==> config.mk <==
export PLATFORM = sky130hd
export DESIGN_NAME = tcw_ctrl
export DESIGN_NICKNAME = d
export VERILOG_FILES = /design/src/rtl/tcw_pkg.sv /design/src/rtl/tcw_ctrl.sv
export SDC_FILE = /design/constraint.sdc
export NUM_CORES = 1
export LEC_CHECK = 0
export BUFFER_PORTS_ARGS = -buffer_cell sky130_fd_sc_hd__buf_4
export CORE_AREA = 2 2 39 41
export DETAILED_ROUTE_END_ITERATION = 8
export DIE_AREA = 0 0 41 43
export MAX_ROUTING_LAYER = met4
export PLACE_DENSITY = 0.56
export SYNTH_ARGS = -nofsm -noshare
export SYNTH_HDL_FRONTEND = slang
export SYNTH_SLANG_ARGS = --single-unit
==> constraint.sdc <==
create_clock -name i_clk -period 2.25 [get_ports i_clk]
set_input_delay 0.1125 -clock i_clk [delete_from_list [all_inputs] [get_ports i_clk]]
set_output_delay 0.1125 -clock i_clk [all_outputs]
set_load 0.01 [all_outputs]
==> src/rtl/tcw_pkg.sv <==
`timescale 1ns / 1ps
// Shared types and constants of the text console writer.
// Used by the controller, the datapath and the top level; depends on nothing.
package tcw_pkg;

    localparam int LOC_W  = 11;
    localparam int DATA_W = 16;
    localparam int CHAR_W = 8;
    localparam int ADDR_W = 11;

    localparam logic [CHAR_W-1:0] CH_NUL       = 8'd0;
    localparam logic [CHAR_W-1:0] CH_BACKSPACE = 8'd8;
    localparam logic [CHAR_W-1:0] CH_NEWLINE   = 8'd10;
    localparam logic [CHAR_W-1:0] BLANK_CHAR   = 8'h20;
    localparam logic [DATA_W-1:0] ATTR_MASK    = 16'hFF00;

    localparam logic OP_PUT  = 1'b0;
    localparam logic OP_READ = 1'b1;

    typedef enum logic [2:0] {
        S_CLEAR,
        S_IDLE,
        S_EXEC,
        S_RMW,
        S_WRAP,
        S_SCROLL,
        S_EMIT,
        S_EMIT_RD
    } t_state;

    typedef enum logic [1:0] {
        CK_NUL,
        CK_NEWLINE,
        CK_BACKSPACE,
        CK_PRINT
    } t_char_kind;

    typedef enum logic [1:0] {
        RD_CURSOR,
        RD_CURSOR_BACK,
        RD_ADDR,
        RD_SCAN
    } t_rd_sel;

    typedef enum logic [1:0] {
        COL_HOLD,
        COL_INC,
        COL_DEC,
        COL_NEWLINE
    } t_col_op;

    typedef struct packed {
        logic    load;
        logic    clear_step;
        logic    mem_rd;
        t_rd_sel rd_sel;
        logic    byte_space;
        t_col_op col_op;
        logic    rmw_write;
        logic    wrap;
        logic    scroll_step;
        logic    emit;
        logic    emit_mem;
    } t_dp_cmd;

    typedef struct packed {
        logic       is_read;
        logic       addr_in_range;
        t_char_kind char_kind;
        logic       col_zero;
        logic       scan_last;
        logic       need_scroll;
    } t_dp_status;

endpackage

==> src/rtl/tcw_ctrl.sv <==
`timescale 1ns / 1ps
// Controller state machine of the text console writer.
// Depends on tcw_pkg for the state, command and status types.
module tcw_ctrl
    import tcw_pkg::*;
(
    input  logic       i_clk,
    input  logic       i_rst_n,
    input  logic       i_start,
    output logic       o_busy,
    output t_dp_cmd    o_cmd,
    input  t_dp_status i_status
);

    t_state r_state;
    t_state n_state;

    always_ff @(posedge i_clk) begin
        if (!i_rst_n) begin
            r_state <= S_CLEAR;
        end else begin
            r_state <= n_state;
        end
    end

    always_comb begin
        n_state = r_state;
        o_cmd   = '0;
        o_busy  = 1'b1;
        unique case (r_state)
            S_CLEAR: begin
                o_cmd.clear_step = 1'b1;
                if (i_status.scan_last) begin
                    n_state = S_IDLE;
                end
            end
            S_IDLE: begin
                o_busy = 1'b0;
                if (i_start) begin
                    o_cmd.load = 1'b1;
                    n_state    = S_EXEC;
                end
            end
            S_EXEC: begin
                if (i_status.is_read) begin
                    if (i_status.addr_in_range) begin
                        o_cmd.mem_rd = 1'b1;
                        o_cmd.rd_sel = RD_ADDR;
                        n_state      = S_EMIT_RD;
                    end else begin
                        n_state = S_EMIT;
                    end
                end else begin
                    case (i_status.char_kind)
                        CK_NUL: begin
                            n_state = S_EMIT;
                        end
                        CK_NEWLINE: begin
                            o_cmd.col_op = COL_NEWLINE;
                            n_state      = S_WRAP;
                        end
                        CK_BACKSPACE: begin
                            if (i_status.col_zero) begin
                                n_state = S_EMIT;
                            end else begin
                                o_cmd.mem_rd     = 1'b1;
                                o_cmd.rd_sel     = RD_CURSOR_BACK;
                                o_cmd.byte_space = 1'b1;
                                o_cmd.col_op     = COL_DEC;
                                n_state          = S_RMW;
                            end
                        end
                        default: begin
                            o_cmd.mem_rd = 1'b1;
                            o_cmd.rd_sel = RD_CURSOR;
                            o_cmd.col_op = COL_INC;
                            n_state      = S_RMW;
                        end
                    endcase
                end
            end
            S_RMW: begin
                o_cmd.rmw_write = 1'b1;
                n_state         = S_WRAP;
            end
            S_WRAP: begin
                o_cmd.wrap = 1'b1;
                n_state    = i_status.need_scroll ? S_SCROLL : S_EMIT;
            end
            S_SCROLL: begin
                o_cmd.scroll_step = 1'b1;
                o_cmd.mem_rd      = 1'b1;
                o_cmd.rd_sel      = RD_SCAN;
                if (i_status.scan_last) begin
                    n_state = S_EMIT;
                end
            end
            S_EMIT: begin
                o_cmd.emit = 1'b1;
                n_state    = S_IDLE;
            end
            S_EMIT_RD: begin
                o_cmd.emit     = 1'b1;
                o_cmd.emit_mem = 1'b1;
                n_state        = S_IDLE;
            end
            default: begin
                n_state = S_IDLE;
            end
        endcase
    end

endmodule

==> flow_metrics.py <==
metrics = {
    "logic_synthesis": {
        "yosysWarnings": 0,
        "syn_area_sq_um": 348,
        "syn_avg_cell_area_sq_um": 7.25,
        "synth-seq-cells": 3,
        "syn_nets": 58,
        "synth_cell_type_count": 27,
        "synthCells": 48,
        "ys_seq_area_share_pct": 17.3,
    },
    "floorplan": {
        "fp.dieW_um": 41,
        "initial_core_util_pct": 25.1,
        "io_pins": 24,
        "fp.dieArea_sq_mm": 0.00176,
        "rows": 14,
        "dieHeight_um": 43,
        "coreArea_sq_mm": 0.00138,
    },
    "critical_path": {
        "crit_path_max_incr_delay_ns": 0.51,
        "worstPathRequired_ns": 2.14,
        "path_class": "flop to primary output",
        "end_kind": "primary output",
        "cp_max_fo": 9,
        "crit_path_start_kind": "flop",
        "critical_path_arrival_ns": 1.61,
        "crit_path_top_delay_cell": "dfxtp_1",
        "cp_cell_sequence": "inv_4 > or3_4 > nor3_4 > or2_1 > buf_4",
    },
    "route": {
        "drc": 0,
        "dr.pass1.iters": 4,
        "wire_per_inst_um": 10.4,
        "drtAntennaViolNets": 0,
        "vias": 410,
        "via_per_inst": 4.71,
        "wirelength_um": 903,
        "drt_iter0_drc": 9,
    },
    "run_status": {
        "status": "completed",
    },
    "final_layout": {
        "top_register": "r_state",
        "area_growth_pct": 52.2,
        "largest_reg_flops": 3,
        "post-route-util_pct": 38.2,
        "fillCellCount": 156,
        "n_antenna_cell": 0,
        "final_cell_area_sq_um": 529,
        "final_cell_mix": "buf_4, inv_1, nand2_1, nor2_1",
        "drive_gt1_share_pct": 42.3,
        "reg_top3": "r_state x3",
        "mostFrequentLayoutCell": "buf_4",
        "finalNonFillerCells": 87,
        "fin_nets": 82,
    },
    "clock_tree": {
        "hold_buffers": 0,
        "ctsResizeCount": 0,
        "insertion_delay_ns": 0.23,
        "clockBufferDepth": 2,
        "cts_tree": "yes",
        "post_cts.repair.setup_buffers": 0,
        "htreeDepth": 1,
        "clk_pin_slew_ns": 0.04,
        "cts-buffers-inserted": 3,
        "clkSinkCount": 3,
        "cts_root_buf": "clkbuf_4",
    },
    "sta": {
        "setup_viol": 0,
        "grt_setup_unrepaired": "false",
        "skew_ns": 0.00506,
        "max_clock_freq_ghz": 0.582,
        "timing.hold.ws_ns": 0.112,
        "hold_viol": 0,
        "fin_setup_tns_ns": 0,
        "finalCritPeriodShare_pct": 76.3,
        "fin_crit_ns": 1.72,
        "maxSlewViolCount": 0,
        "tightest_slew_ns": 0.365,
        "slew_headroom_pct": 75.6,
    },
    "global_routing": {
        "grt_util_all_layers_pct": 10.5,
        "overflow": 0,
        "grt_pass1_wl_um": 1290,
        "grt_max_degree": 14,
        "first_global_vias": 364,
        "antenna_found_initial": 0,
    },
    "place": {
        "place_area_sq_um": 503,
        "place_congestion": 0.720,
        "hpwl_um": 724,
        "numPortBuffers": 23,
        "dp.cells": 83,
    },
    "pwr": {
        "p_seq_share_pct": 29.8,
        "p_leak_uw": 0.000281,
        "internal_power_uw": 162,
        "p_sw_uw": 66.0,
        "swShare_pct": 29.0,
        "power_density_mw_per_mm2": 431,
        "p_clk_share_pct": 40.3,
        "p_comb_share_pct": 30.0,
        "vdd_drop_max_mv": 0.253,
    },
    "hold_path": {
        "min_path_type": "input pin to flop",
    },
    "flow_run": {
        "maxCapViolCount": 0,
    },
}
-- final timing paths --
| kind | cells after the start | slack [ns] | start | endpoint |
|---|---|---|---|---|
| worst max register to register | 4 | 0.93 | r_state[1] | r_state[0] |
| worst min-delay path | 2 | 0.11 | i_rst_n | r_state[2] |
| worst max-delay path | 5 | 0.53 | r_state[1] | o_cmd[8] |
| worst min register to register | 2 | 0.73 | r_state[2] | r_state[0] |
-- layer usage --
layer	GRT usage, %	part of all wire (%)
met5	-	0
met4	6.00	0
met3	0	4.4
met2	16.9	53
met1	12.5	42
-- layout make-up --
cell class                      instances  area, sq um  share of cell area [%]
Inverter                                5         21.3                    4.02
Sequential cell                         3         60.1                    11.3
Clock buffer                            4         26.3                    4.96
Tap cell                               16         20.0                    3.78
Multi-Input combinational cell         36          229                    43.3
Timing Repair Buffer                   23          173                    32.6
-- synth_stat cells --
cell type  instances  share of area, %
nor2_1             4               4.3
nor3_1             1               1.4
inv_4              1               1.8
inv_1              4               4.3
or2_1              1               1.8
nand2_1            4               4.3
o21bai_1           1               2.2
and3_1             3               5.4
nor3b_1            1               2.2
nand3_1            1               1.4
dfxtp_1            3                17
clkbuf_1           1               1.1
o21a_1             1               2.2
o211a_1            1               2.9
nand3b_1           1               2.2
nor2b_1            2               3.6
o41ai_1            1               2.5
buf_6              3               9.7
a211oi_1           1               2.2
a21o_1             1               2.2
o21ai_0            1               1.4
or3_4              1               3.2
nor3_4             1               4.7
a21oi_1            3               4.3
or3b_2             1               2.5
o22ai_1            3               5.4
nand2b_1           2               3.6
-- metrics by stage --
stage          total power (uW)  setup slack, ns
6_report                    228            0.532
5_1_grt                     240            0.474
4_1_cts                     232            0.528
3_5_place_dp                137            0.782
3_3_place_gp                138            0.833
2_1_floorplan               107            0.856
-- cells by family (layout without fill, tap and decap cells) --
kind of cell    count (synthesis)  in the layout  share of synthesized area, %
simple gates                   23             23                          40.6
compound gates                 13             13                          25.2
buf+inv                         9             32                          16.9
flops                           3              3                          17.3
-- critical path: cells and delay by family (launching register included) --
family / cells / cell delay, ns
buffers and inverters: 2 / 0.18
and+or+nand+nor: 3 / 0.69
DFF: 1 / 0.51
-- power groups by stage --
stage / logic (uW) / clock network [uW] / registers [uW]
2_1_floorplan: 46.3 / 0 / 60.2
5_1_grt: 75.2 / 95.8 / 68.7
3_3_place_gp: 69.3 / 0 / 68.4
3_5_place_dp: 68.9 / 0 / 68.3
6_report: 68.3 / 91.8 / 67.9
4_1_cts: 69.2 / 95.4 / 67.6
(Power assumes the default switching activity.)
